[src/hw/rtl/assert_macros.svh]
// ----------------------------------------------------------------------------
// assert_macros.svh
// clocked assertion helpers shared by the rtl files
// ----------------------------------------------------------------------------
`ifndef ASSERT_MACROS_SVH
`define ASSERT_MACROS_SVH

// base form: clocked property, disabled while reset is low
`define ASSERT_CLKRST(lbl, clk, rst_n, prop, msg) \
    lbl: assert property (@(posedge clk) disable iff (!rst_n) prop) \
        else $error(msg);

// same-cycle implication
`define ASSERT_IMPLIES(lbl, clk, rst_n, pre, post, msg) \
    `ASSERT_CLKRST(lbl, clk, rst_n, (pre) |-> (post), msg)

// next-cycle implication
`define ASSERT_NEXT(lbl, clk, rst_n, pre, post, msg) \
    `ASSERT_CLKRST(lbl, clk, rst_n, (pre) |=> (post), msg)

`endif

[src/hw/rtl/rar_pkg.sv]
// ----------------------------------------------------------------------------
// rar_pkg
// shared widths, operation codes and controller/datapath interface types
// ----------------------------------------------------------------------------
package rar_pkg;

    // operand width of the four fraction fields
    localparam int OPERAND_WIDTH = 16;

    // operation codes
    localparam int OP_W = 2;
    localparam logic [OP_W-1:0] OP_ADD = 2'd0;
    localparam logic [OP_W-1:0] OP_SUB = 2'd1;
    localparam logic [OP_W-1:0] OP_MUL = 2'd2;
    localparam logic [OP_W-1:0] OP_DIV = 2'd3;

    // internal widths: one product, and the numerator sum (one bit wider, at most 64)
    localparam int PROD_W = 2 * OPERAND_WIDTH;
    localparam int CALC_W = (2 * OPERAND_WIDTH + 1 > 64) ? 64 : 2 * OPERAND_WIDTH + 1;
    localparam int CNT_W  = $clog2(CALC_W);

    // result field widths
    localparam int RES_NUM_W = 33;
    localparam int RES_DEN_W = 32;

    // stream payload widths, padded to whole bytes
    localparam int IN_DATA_W  = ((4 * OPERAND_WIDTH + 7) / 8) * 8;
    localparam int OUT_DATA_W = ((RES_NUM_W + RES_DEN_W + 7) / 8) * 8;
    localparam int OUT_PAD_W  = OUT_DATA_W - RES_NUM_W - RES_DEN_W;

    // product slots of the shared multiplier
    localparam logic [1:0] SLOT_NUM_A = 2'd0;
    localparam logic [1:0] SLOT_NUM_B = 2'd1;
    localparam logic [1:0] SLOT_DEN   = 2'd2;

    typedef logic signed [OPERAND_WIDTH-1:0] t_operand;

    // commands from the controller
    typedef struct packed {
        logic       load;
        logic       mul_en;
        logic [1:0] mul_slot;
        logic       sum_en;
        logic       gcd_init;
        logic       gcd_step;
        logic       div_init;
        logic       div_step;
        logic       out_load;
    } t_dp_cmd;

    // status back to the controller
    typedef struct packed {
        logic err;
        logic num_zero;
        logic gcd_done;
    } t_dp_status;

endpackage

[src/hw/rtl/rational_arithmetic_reduce.sv]
// ----------------------------------------------------------------------------
// rational_arithmetic_reduce
// adds, subtracts, multiplies or divides two fractions and reduces the result
// ----------------------------------------------------------------------------
// One request at a time. After a request is taken the block runs its
// single shared multiplier (two cross products and the denominator
// product), then the sum and the zero checks, then the binary gcd loop
// (one subtract-or-shift per cycle) and the restoring divider that takes
// the gcd out of both magnitudes, one quotient bit per cycle. An error or
// a zero numerator skips the gcd and divide. The result sits in an output
// register, so the next request is taken while it waits. An error (zero
// input denominator or division by a zero numerator) returns zero fields
// with tuser set; a zero numerator comes back unreduced.
// ----------------------------------------------------------------------------
`include "assert_macros.svh"

module rational_arithmetic_reduce (
    input  logic                              i_clk,
    input  logic                              i_rst_n,
    // slave side
    input  logic                              s_axis_tvalid,
    output logic                              s_axis_tready,
    // tdata: a_num, a_den, b_num, b_den (lowest bits first)
    input  logic [rar_pkg::IN_DATA_W-1:0]     s_axis_tdata,
    // tuser: operation
    input  logic [rar_pkg::OP_W-1:0]          s_axis_tuser,
    // master side
    output logic                              m_axis_tvalid,
    input  logic                              m_axis_tready,
    // tdata: res_num, res_den, zero padding (lowest bits first)
    output logic [rar_pkg::OUT_DATA_W-1:0]    m_axis_tdata,
    // tuser: status
    output logic                              m_axis_tuser
);

    localparam int OW = rar_pkg::OPERAND_WIDTH;

    rar_pkg::t_dp_cmd                     w_cmd;
    rar_pkg::t_dp_status                  w_status;
    logic signed [rar_pkg::RES_NUM_W-1:0] w_res_num;
    logic signed [rar_pkg::RES_DEN_W-1:0] w_res_den;
    logic                                 w_res_err;

    // sequencer
    rar_ctrl u_ctrl (
        .i_clk       (i_clk),
        .i_rst_n     (i_rst_n),
        .i_in_valid  (s_axis_tvalid),
        .o_in_ready  (s_axis_tready),
        .o_out_valid (m_axis_tvalid),
        .i_out_ready (m_axis_tready),
        .i_status    (w_status),
        .o_cmd       (w_cmd)
    );

    // arithmetic
    rar_datapath u_datapath (
        .i_clk        (i_clk),
        .i_cmd        (w_cmd),
        .o_status     (w_status),
        .i_operation  (s_axis_tuser),
        .i_a_num      (s_axis_tdata[OW-1:0]),
        .i_a_den      (s_axis_tdata[2*OW-1:OW]),
        .i_b_num      (s_axis_tdata[3*OW-1:2*OW]),
        .i_b_den      (s_axis_tdata[4*OW-1:3*OW]),
        .o_res_num    (w_res_num),
        .o_res_den    (w_res_den),
        .o_status_err (w_res_err)
    );

    // result packing
    assign m_axis_tdata = {{rar_pkg::OUT_PAD_W{1'b0}}, w_res_den, w_res_num};
    assign m_axis_tuser = w_res_err;

    // a taken request keeps the input side closed for the next cycle
    `ASSERT_NEXT(a_busy_after_accept, i_clk, i_rst_n,
        s_axis_tvalid && s_axis_tready, !s_axis_tready, "input still open after accept")
    // error results carry zero fields
    `ASSERT_IMPLIES(a_err_zero_fields, i_clk, i_rst_n,
        m_axis_tvalid && m_axis_tuser, m_axis_tdata == '0, "error result with nonzero fields")
    // a fresh result means the sequencer has gone back to idle
    `ASSERT_IMPLIES(a_idle_on_result, i_clk, i_rst_n,
        $rose(m_axis_tvalid), s_axis_tready, "result loaded without returning to idle")

endmodule

[src/hw/rtl/rar_ctrl.sv]
// ----------------------------------------------------------------------------
// rar_ctrl
// sequencer: multiply slots, sum, checks, gcd loop, divide loop, result hand-off
// ----------------------------------------------------------------------------
module rar_ctrl (
    input  logic                 i_clk,
    input  logic                 i_rst_n,
    input  logic                 i_in_valid,
    output logic                 o_in_ready,
    output logic                 o_out_valid,
    input  logic                 i_out_ready,
    input  rar_pkg::t_dp_status  i_status,
    output rar_pkg::t_dp_cmd     o_cmd
);

    localparam logic [3:0] S_IDLE  = 4'd0;
    localparam logic [3:0] S_MUL0  = 4'd1;
    localparam logic [3:0] S_MUL1  = 4'd2;
    localparam logic [3:0] S_MUL2  = 4'd3;
    localparam logic [3:0] S_SUM   = 4'd4;
    localparam logic [3:0] S_CHECK = 4'd5;
    localparam logic [3:0] S_GCD   = 4'd6;
    localparam logic [3:0] S_DIV   = 4'd7;
    localparam logic [3:0] S_FIN   = 4'd8;

    localparam logic [rar_pkg::CNT_W-1:0] DIV_LAST = rar_pkg::CNT_W'(rar_pkg::CALC_W - 1);

    logic [3:0]                r_state, n_state;
    logic [rar_pkg::CNT_W-1:0] r_cnt, n_cnt;
    logic                      r_out_valid, n_out_valid;
    logic                      w_out_free;

    assign w_out_free  = !r_out_valid || i_out_ready;
    assign o_in_ready  = (r_state == S_IDLE);
    assign o_out_valid = r_out_valid;

    // next state and commands
    always_comb begin
        n_state = r_state;
        n_cnt   = r_cnt;
        o_cmd   = '0;
        case (r_state)
            S_IDLE: begin
                if (i_in_valid) begin
                    o_cmd.load = 1'b1;
                    n_state    = S_MUL0;
                end
            end
            S_MUL0: begin
                o_cmd.mul_en   = 1'b1;
                o_cmd.mul_slot = rar_pkg::SLOT_NUM_A;
                n_state        = S_MUL1;
            end
            S_MUL1: begin
                o_cmd.mul_en   = 1'b1;
                o_cmd.mul_slot = rar_pkg::SLOT_NUM_B;
                n_state        = S_MUL2;
            end
            S_MUL2: begin
                o_cmd.mul_en   = 1'b1;
                o_cmd.mul_slot = rar_pkg::SLOT_DEN;
                n_state        = S_SUM;
            end
            S_SUM: begin
                o_cmd.sum_en = 1'b1;
                n_state      = S_CHECK;
            end
            S_CHECK: begin
                if (i_status.err || i_status.num_zero) begin
                    n_state = S_FIN;
                end else begin
                    o_cmd.gcd_init = 1'b1;
                    n_state        = S_GCD;
                end
            end
            S_GCD: begin
                if (i_status.gcd_done) begin
                    o_cmd.div_init = 1'b1;
                    n_cnt          = DIV_LAST;
                    n_state        = S_DIV;
                end else begin
                    o_cmd.gcd_step = 1'b1;
                end
            end
            S_DIV: begin
                o_cmd.div_step = 1'b1;
                if (r_cnt == '0) begin
                    n_state = S_FIN;
                end else begin
                    n_cnt = r_cnt - 1'b1;
                end
            end
            S_FIN: begin
                if (w_out_free) begin
                    o_cmd.out_load = 1'b1;
                    n_state        = S_IDLE;
                end
            end
            default: begin
                n_state = S_IDLE;
            end
        endcase
    end

    // output valid flag
    always_comb begin
        n_out_valid = r_out_valid;
        if (o_cmd.out_load) begin
            n_out_valid = 1'b1;
        end else if (i_out_ready) begin
            n_out_valid = 1'b0;
        end
    end

    // control registers
    always_ff @(posedge i_clk) begin
        if (!i_rst_n) begin
            r_state     <= S_IDLE;
            r_cnt       <= '0;
            r_out_valid <= 1'b0;
        end else begin
            r_state     <= n_state;
            r_cnt       <= n_cnt;
            r_out_valid <= n_out_valid;
        end
    end

endmodule

[src/hw/rtl/rar_datapath.sv]
// ----------------------------------------------------------------------------
// rar_datapath
// shared multiplier, numerator sum, binary gcd and two-lane restoring divider
// ----------------------------------------------------------------------------
module rar_datapath (
    input  logic                                i_clk,
    input  rar_pkg::t_dp_cmd                    i_cmd,
    output rar_pkg::t_dp_status                 o_status,
    input  logic [rar_pkg::OP_W-1:0]            i_operation,
    input  rar_pkg::t_operand                   i_a_num,
    input  rar_pkg::t_operand                   i_a_den,
    input  rar_pkg::t_operand                   i_b_num,
    input  rar_pkg::t_operand                   i_b_den,
    output logic signed [rar_pkg::RES_NUM_W-1:0] o_res_num,
    output logic signed [rar_pkg::RES_DEN_W-1:0] o_res_den,
    output logic                                o_status_err
);

    localparam int W = rar_pkg::CALC_W;

    // magnitude of a signed working value
    function automatic logic [W-1:0] mag(input logic signed [W-1:0] x);
        logic [W-1:0] ux;
        ux = x;
        return x[W-1] ? (~ux + 1'b1) : ux;
    endfunction

    logic [rar_pkg::OP_W-1:0]          r_op;
    rar_pkg::t_operand                 r_an, r_ad, r_bn, r_bd;
    logic signed [rar_pkg::PROD_W-1:0] r_prod_a, r_prod_b;
    logic signed [W-1:0]               r_num, r_den;
    logic [W-1:0]                      r_u, r_v, r_mn, r_md, r_rem_n, r_rem_d;
    logic signed [rar_pkg::RES_NUM_W-1:0] r_res_num;
    logic signed [rar_pkg::RES_DEN_W-1:0] r_res_den;
    logic                              r_res_err;

    rar_pkg::t_operand                 w_mul_x, w_mul_y;
    logic signed [rar_pkg::PROD_W-1:0] w_product;
    logic signed [W-1:0]               w_ext_a, w_ext_b, w_sum;
    logic [W:0]                        w_trial_n, w_trial_d, w_divisor;
    logic                              w_ge_n, w_ge_d;
    logic [W-1:0]                      w_q_num, w_q_den;
    logic signed [W-1:0]               w_sq_num, w_sq_den;

    // operand selection for the shared multiplier
    always_comb begin
        case (i_cmd.mul_slot)
            rar_pkg::SLOT_NUM_A: begin
                w_mul_x = r_an;
                w_mul_y = (r_op == rar_pkg::OP_MUL) ? r_bn : r_bd;
            end
            rar_pkg::SLOT_NUM_B: begin
                w_mul_x = r_bn;
                w_mul_y = r_ad;
            end
            default: begin
                w_mul_x = r_ad;
                w_mul_y = (r_op == rar_pkg::OP_DIV) ? r_bn : r_bd;
            end
        endcase
    end

    assign w_product = w_mul_x * w_mul_y;

    // numerator from the two cross products
    assign w_ext_a = W'(r_prod_a);
    assign w_ext_b = W'(r_prod_b);

    always_comb begin
        case (r_op)
            rar_pkg::OP_ADD: w_sum = w_ext_a + w_ext_b;
            rar_pkg::OP_SUB: w_sum = w_ext_a - w_ext_b;
            default:         w_sum = w_ext_a;
        endcase
    end

    // status to the controller
    assign o_status.err = (r_ad == '0) || (r_bd == '0) || (r_den == '0)
                       || ((r_op == rar_pkg::OP_DIV) && (r_bn == '0));
    assign o_status.num_zero = (r_num == '0);
    assign o_status.gcd_done = (r_u == r_v);

    // restoring divide step, one quotient bit per lane
    assign w_divisor = {1'b0, r_u};
    assign w_trial_n = {r_rem_n, r_mn[W-1]};
    assign w_trial_d = {r_rem_d, r_md[W-1]};
    assign w_ge_n    = (w_trial_n >= w_divisor);
    assign w_ge_d    = (w_trial_d >= w_divisor);

    // signed quotients once the divide has finished
    assign w_q_num  = r_num[W-1] ? (~r_mn + 1'b1) : r_mn;
    assign w_q_den  = r_den[W-1] ? (~r_md + 1'b1) : r_md;
    assign w_sq_num = w_q_num;
    assign w_sq_den = w_q_den;

    // operand capture, products and sum
    always_ff @(posedge i_clk) begin
        if (i_cmd.load) begin
            r_op <= i_operation;
            r_an <= i_a_num;
            r_ad <= i_a_den;
            r_bn <= i_b_num;
            r_bd <= i_b_den;
        end
        if (i_cmd.mul_en) begin
            case (i_cmd.mul_slot)
                rar_pkg::SLOT_NUM_A: r_prod_a <= w_product;
                rar_pkg::SLOT_NUM_B: r_prod_b <= w_product;
                default:             r_den    <= W'(w_product);
            endcase
        end
        if (i_cmd.sum_en) begin
            r_num <= w_sum;
        end
    end

    // binary gcd; common factors of two also come off the dividends
    always_ff @(posedge i_clk) begin
        if (i_cmd.gcd_init) begin
            r_u  <= mag(r_num);
            r_v  <= mag(r_den);
            r_mn <= mag(r_num);
            r_md <= mag(r_den);
        end else if (i_cmd.gcd_step) begin
            if (!r_u[0] && !r_v[0]) begin
                r_u  <= r_u >> 1;
                r_v  <= r_v >> 1;
                r_mn <= r_mn >> 1;
                r_md <= r_md >> 1;
            end else if (!r_u[0]) begin
                r_u <= r_u >> 1;
            end else if (!r_v[0]) begin
                r_v <= r_v >> 1;
            end else if (r_u > r_v) begin
                r_u <= (r_u - r_v) >> 1;
            end else begin
                r_v <= (r_v - r_u) >> 1;
            end
        end else if (i_cmd.div_step) begin
            r_mn <= {r_mn[W-2:0], w_ge_n};
            r_md <= {r_md[W-2:0], w_ge_d};
        end
    end

    // divider remainders
    always_ff @(posedge i_clk) begin
        if (i_cmd.div_init) begin
            r_rem_n <= '0;
            r_rem_d <= '0;
        end else if (i_cmd.div_step) begin
            r_rem_n <= w_ge_n ? W'(w_trial_n - w_divisor) : w_trial_n[W-1:0];
            r_rem_d <= w_ge_d ? W'(w_trial_d - w_divisor) : w_trial_d[W-1:0];
        end
    end

    // result register
    always_ff @(posedge i_clk) begin
        if (i_cmd.out_load) begin
            if (o_status.err) begin
                r_res_num <= '0;
                r_res_den <= '0;
                r_res_err <= 1'b1;
            end else if (o_status.num_zero) begin
                r_res_num <= rar_pkg::RES_NUM_W'(r_num);
                r_res_den <= rar_pkg::RES_DEN_W'(r_den);
                r_res_err <= 1'b0;
            end else begin
                r_res_num <= rar_pkg::RES_NUM_W'(w_sq_num);
                r_res_den <= rar_pkg::RES_DEN_W'(w_sq_den);
                r_res_err <= 1'b0;
            end
        end
    end

    assign o_res_num    = r_res_num;
    assign o_res_den    = r_res_den;
    assign o_status_err = r_res_err;

endmodule

[config.mk]
export PLATFORM = sky130hd
export DESIGN_NAME = rational_arithmetic_reduce
export DESIGN_NICKNAME = d
export VERILOG_FILES = /design/src/hw/rtl/rar_pkg.sv /design/src/hw/rtl/rational_arithmetic_reduce.sv /design/src/hw/rtl/rar_ctrl.sv /design/src/hw/rtl/rar_datapath.sv
export VERILOG_INCLUDE_DIRS = /design/src /design/src/hw/rtl
export SDC_FILE = /design/constraint.sdc
export NUM_CORES = 2
export LEC_CHECK = 0
export BUFFER_PORTS_ARGS = -buffer_cell sky130_fd_sc_hd__buf_4
export CAP_MARGIN = 5
export CORE_MARGIN = 10
export CORE_UTILIZATION = 65
export DETAILED_ROUTE_END_ITERATION = 12
export PLACE_DENSITY = 0.87
export REMOVE_ABC_BUFFERS = 1
export SETUP_SLACK_MARGIN = 0.3
export SLEW_MARGIN = 10
export SYNTH_ARGS = -nofsm -noshare
export SYNTH_HDL_FRONTEND = slang
export SYNTH_SLANG_ARGS = --single-unit
[constraint.sdc]
create_clock -name i_clk -period 18.9 [get_ports i_clk]
set_clock_uncertainty 0.15 [all_clocks]
set_input_delay 0 -clock i_clk [delete_from_list [all_inputs] [get_ports i_clk]]
set_output_delay 0 -clock i_clk [all_outputs]
set_load 0.05 [all_outputs]
; ---- Word-level counts from Yosys, hierarchy flattened
; Cells that the tools add are included.
[op_classes]
add_sub_neg = 11
multipliers = 1
div = 0
n_lt_le_gt_ge = 3
eq_ne = 22
n_shift = 0
mux = 57
n_bitwise = 5
n_reduce_logical = 34
[ops]
columns = cell, count
row1 = $mux W33, 26
row2 = $sub A33 B33 Y33, 4
row3 = $add A33 B1 Y33 const B, 3
row4 = $not A33 Y33, 3
row5 = $ge A34 B33 Y1, 2
row6 = $logic_not A33 Y1, 2
row7 = $pmux W33 S2, 1
row8 = $mux W32, 2
row9 = $pmux W16 S2, 2
row10 = $logic_not A16 Y1, 3
row11 = $pmux W4 S9, 1
row12 = $add A32 B32 Y33, 1
row13 = $eq A33 B33 Y1, 1
row14 = $gt A33 B33 Y1, 1
row15 = $sub A32 B32 Y33, 1
row16 = $add A32 B1 Y32 const B, 1
row17 = $mul A16 B16 Y32, 1
row18 = $mux W16, 2
row19 = $not A32 Y32, 1
row20 = $mux W4, 5
row21 = $eq A4 B3 Y1 const B, 4
row22 = $mux W1, 13
row23 = $mux W6, 2
row24 = $ne A4 B4 Y1 const B, 3
row25 = 25 further kinds, 48
[word_totals]
regBits = 470
latch_bits = 0
ramBits = 0
mem_bits_ro = 0
output_inout_bits = 75
memories = 0

; ---- Longest topological paths before layout
[logic_depth]
ltp_word = 9
ltp_mapped = 34
depth_no_buf = 31

; ---- By module
; A second synthesis with hierarchy kept.
[unflattened]
cells_unflattened = 4438
area_unflattened_um2 = 41408.5
[by_module_without_submodules]
columns = mod, n_inst, cells_each, area_per_inst_um2, seq_area_each_um2
row1 = rar_datapath, 1, 4338, 40558.9, 13122.6
row2 = rar_ctrl, 1, 92, 793.3, 220.2
row3 = rational_arithmetic_reduce, 1, 8, 56.3, 0.0

; ---- Least setup slack after synthesis
; Ideal clock, no wire load.
[synth_timing]
kind = flip-flop to flip-flop
start = reg u_ctrl.r_state[1]
end = reg u_datapath.r_den[22], data pin
setup_ns = 0.268
t_arrival_ns = 8.248
required_ns = 18.482
setup_slack_ns = 10.234
path_stages_with_launch = 31
n_path_buf = 3
path_cell_list = dfxtp_1 > buf_2 > inv_1 > nor3_1 > and2_1 > nand2_1 > o21ai_0 > nand2_1 > clkbuf_1 > o21ai_1 > clkbuf_1 > nor2_1 > fa_1 > inv_1 > fa_1 > fa_1 > fa_1 > inv_1 > fa_1 > fa_1 > ha_1 > a21o_1 > a21o_1 > a21oi_1 > o21a_1 > a21oi_1 > a211oi_1 > o21bai_1 > a21oi_1 > o21ai_0 > xnor2_1
[synth_between]
elab_chain_len = 5
elab_cells_between_ends = 9
[synth_lines]
columns = element, line
row1 = "start, declared", rar_ctrl.sv:28  ; logic [3:0] r_state, n_state;
row2 = "start signal, assigned", rar_ctrl.sv:122  ; r_state <= n_state;
row3 = $eq A4 B2 Y1 / $eq A4 B1 Y1 (equally long branches), rar_ctrl.sv:42  ; case (r_state)
row4 = $pmux W3 S3 *, rar_ctrl.sv:42
row5 = $eq A2 B1 Y1 / $logic_not A2 Y1 (equally long branches), rar_datapath.sv:47  ; case (i_cmd.mul_slot)
row6 = $pmux W16 S2, rar_datapath.sv:47
row7 = $mul A16 B16 Y32 *, rar_datapath.sv:63  ; assign w_product = w_mul_x * w_mul_y;
row8 = via u_datapath.w_product (one bit), rar_datapath.sv:38  ; logic signed [rar_pkg::PROD_W-1:0] w_product;
row9 = "end signal, assigned", rar_datapath.sv:109  ; default: r_den <= W'(w_product);
row10 = "end, declared", rar_datapath.sv:31  ; logic signed [W-1:0] r_num, r_den;
; Mark *: on every way through the listed nets, which the timed path passes. The rest lies on a longest branch.
; A chain may end at the register's enable or synchronous reset.

; ---- Worst setup path after layout
; Same ends and word-level chain as after synthesis.

==> run summary <==
The number of clock buffers inserted by TritonCTS came out at 53. The transition at the pin with the smallest max-transition slack is 1.33 ns. The row count came out at 91. The number of gates resized after CTS came out at 0.

The maximum fanout count along the critical path came out at slightly below 50. The data arrival time of the critical path came out at about 10 ns. After detailed routing, the total wire length is approximately 120000 um. Of all flip-flops after synthesis, the portion carrying an async set or reset was 0%.

TritonCTS built the clock tree. The category of cells accounting for the largest share of critical-path delay is adder cells. The count of buffering cells on the critical path with inverters included is 7. The total DRC errors in the routed layout is 0. After detailed routing, the average wire length per cell comes to 22.2 um. The number of enable-type register cells in the synthesized netlist is roughly 390. CTS saw 470 sinks. At the end of routability-driven placement, the weighted congestion stood at about 1. The number of global-route vias before repair is between 30000 and 40000. The ratio of final minimum period to clock period came out at 53.2%. The count of warnings emitted by yosys is 0. The critical path crosses 28 cells after its start point. The first-pass detailed-route iteration total came out at 6. The most common cell after layout, fill and taps aside is nor2_1. The sort of element at the end of the critical path is a flip-flop.

The number of distinct library cells after synthesis is 80. The cell area after synthesis is 40200 um2. Setup violations remaining at the end of the flow were counted as 0. Setup repair after global routing left no endpoint under its margin. The buffer depth of the longest clock path came out at 3. The largest single stage delay on the critical path is a little under 0.8 ns. The number of instances in the synthesized netlist came out at 4210. The final worst hold slack is 0.0752 ns.

The port buffer count came out at ~140. The violation count after the first detailed-route iteration is roughly 3300. The total via count after detailed routing came out at 33400.

The worst setup path is launched from a flip-flop. Entering global routing, the biggest net connects 91 pins. The number of instances on the worst hold path is 3. The hold violation count in the final report is 0. The headroom to the max-slew limit is between 10% and 20%.

The total setup buffers inserted after CTS is 0. The total negative setup slack is 0 ns. The slowest stage of the critical path belongs to the cell nor2_1.

The net count of the finished layout is around 5000. The depth of the worst register-to-register path is 28. The sequential share of the synthesized area came out at about a third. The worst path in the final design needs a cycle of 10.06 ns, including I/O delays and setup. The area enclosed by the die boundary is approximately 72000 um2.

The global routing usage summed across all routing layers came out at between 30% and 40%. The die is around 270 um wide. The cell sitting at the root of the clock tree is a clkbuf_16. The fraction of layout instances using a drive strength above 1 came out at a little over 7%. Among all flip-flop cells after synthesis, the most frequent one is edfxtp_1. Once the floorplan was initialized, standard cells occupied approximately two thirds of the core.

The average vias per placed instance is about 6.4. In this run, synthesis produced a sequential element count of 470. The flow ran to the end, and the final reports show no timing, DRC or antenna violations.

The sum of overflow across all layers after global routing is 0. The number of ports placed on the die boundary came out at about 150. Cells fill 73.1% of the core in the end. The clock slew at the register clock pins of the worst setup and hold paths is about 0.06 ns. The number of antenna-violating nets in the routed design came out at 0. The HPWL after detailed placement is between 80000 and 90000 um.

Relative to the synthesized area, the layout overhead comes to 11.7%. The core region area is approximately 61000 um2. The average cell area after synthesis came out at 9.55 um2. In the layout the commonest cells are nor2_1, inv_1, edfxtp_1, nand2_1, a21oi_1. The setup path with the least slack is of type reg -> reg. Data on the critical path is required at its endpoint by roughly 19 ns. The count of maximum capacitance violations came out at 0. The clock reaches the later pin of the worst-skew pair after 0.64 ns. The H-tree was split into 2 levels.

The floorplan step set the die height to between 200 and 300 um. The final-report max-slew violation count is 0. In this run the worst hold path is classified as in -> reg.

The global-route wire length before repair is ~180000 um. The achievable clock frequency came out at 99.4 MHz. The number of antenna violations at the first check in global routing is 3.
[stage by stage]
stage	worst slack (ns)	std cells	instance area [um2]
floorplan	7.65	4029	39400
global placement	9.40	4998	41900
detailed placement	9.22	4998	41900
CTS	9.07	5233	44900
global route	8.40	5233	44900
finish	8.84	5235	44900
[layer usage]
layer | global-route usage [%] | vias to the layer above | share of wire (%)
met5 | 0 | - | 0
met4 | 20.3 | 0 | 7.3
met3 | 4.70 | 482 | 7.6
met2 | 55.9 | 1706 | 48
met1 | 37.0 | 15900 | 37
li1 | - | 15300 | -
[what timing repair did]
item                                    CTS  global route
endpoints found under the setup margin    0             0
endpoints found under the hold margin    83             0
hold buffers                            136             0
[kinds of logic (layout without fill, tap and decap cells)]
family | after synthesis | after routing | synth area share [%]
AO/OA/AOI/OAI | 1078 | 1078 | 17.9
XOR/XNOR | 323 | 323 | 7.03
adder cells (fa/ha/maj) | 520 | 520 | 21.2
buffers and inverters | 601 | 827 | 5.91
flip-flops | 470 | 470 | 33.2
multiplexers | 56 | 56 | 1.40
other | 1 | 10 | 0.00932
AND/OR/NAND/NOR | 1161 | 1161 | 13.4
[tightest hold or removal path: stages]
cell	delay [ns]
dlygate4sd3_1	0.53
buf_4	0.17
and2_1	0.13
[synth_stat cells, types with 8 or more instances]
| master | count | share of area [%] |
|---|---|---|
| nand4_1 | 26 | 0.40 |
| o22a_1 | 12 | 0.26 |
| and3_1 | 26 | 0.40 |
| a211o_1 | 9 | 0.20 |
| or2_2 | 11 | 0.17 |
| clkbuf_1 | 144 | 1.3 |
| o21ai_0 | 192 | 2.4 |
| o21bai_1 | 34 | 0.63 |
| mux2i_1 | 53 | 1.3 |
| dfxtp_1 | 77 | 3.8 |
| a21oi_1 | 268 | 3.3 |
| o211ai_1 | 38 | 0.71 |
| or3_1 | 43 | 0.67 |
| o31ai_1 | 52 | 0.97 |
| nand2b_1 | 52 | 0.81 |
| nor3_1 | 54 | 0.67 |
| nor2b_1 | 39 | 0.61 |
| o21a_1 | 32 | 0.60 |
| a31oi_1 | 23 | 0.36 |
| fa_1 | 267 | 13 |
| o21ai_1 | 41 | 0.51 |
| xor2_1 | 180 | 3.9 |
| a211oi_1 | 71 | 1.3 |
| inv_1 | 411 | 3.8 |
| buf_2 | 15 | 0.19 |
| a21boi_0 | 11 | 0.21 |
| nand2_1 | 314 | 2.9 |
| buf_4 | 13 | 0.24 |
| nor2_1 | 432 | 4.0 |
| nor4_1 | 32 | 0.50 |
| a21o_1 | 109 | 2.0 |
| and2_1 | 17 | 0.26 |
| edfxtp_1 | 393 | 29 |
| ha_1 | 253 | 7.9 |
| o41ai_1 | 19 | 0.41 |
| a221o_1 | 94 | 2.3 |
| buf_1 | 9 | 0.084 |
| or4_1 | 34 | 0.63 |
| xnor2_1 | 143 | 3.1 |
| o221ai_1 | 8 | 0.17 |
| nand3_1 | 54 | 0.67 |
| o22ai_1 | 10 | 0.16 |
[final timing paths]
path	from	to	slack, ns
max	u_ctrl.r_state[1]	u_datapath.r_den[22]	8.84
min	i_rst_n	u_ctrl.r_state[2]	0.08
max reg2reg	u_ctrl.r_state[1]	u_datapath.r_den[22]	8.84
min reg2reg	u_datapath.r_rem_d[1]	u_datapath.r_rem_d[1]	0.32
[final cells by class]
cell class | count | area (um2)
multi-input combinational | 3146 | 24600
timing repair buffer | 315 | 2710
inverter | 413 | 1550
sequential | 470 | 13300
clock buffer | 69 | 1440
fill | 4363 | 16500
clock inverter | 30 | 264
tap | 790 | 988
antenna | 2 | 5.00
[registers in the layout, indices dropped and copies added (netlist names)]
register and flops:
u_datapath.o_res_num 33, u_datapath.r_bd 16, u_datapath.r_bn 16, u_ctrl.o_out_valid 1, u_datapath.r_v 33, u_datapath.r_prod_a 32
u_datapath.r_rem_n 33, u_datapath.r_an 16, u_datapath.r_rem_d 33, u_ctrl.r_state 4, u_datapath.r_md 33, u_datapath.r_ad 16
u_datapath.r_num 33, u_datapath.r_den 32, u_datapath.r_mn 33, u_datapath.r_prod_b 32, u_datapath.o_res_den 32, u_datapath.o_status_err 1
u_ctrl.r_cnt 6, u_datapath.r_u 33, u_datapath.r_op 2
Power is left out: the tool's default activity adds up to more than one toggle a clock period on the data nets, which glitch-free logic cannot reach.
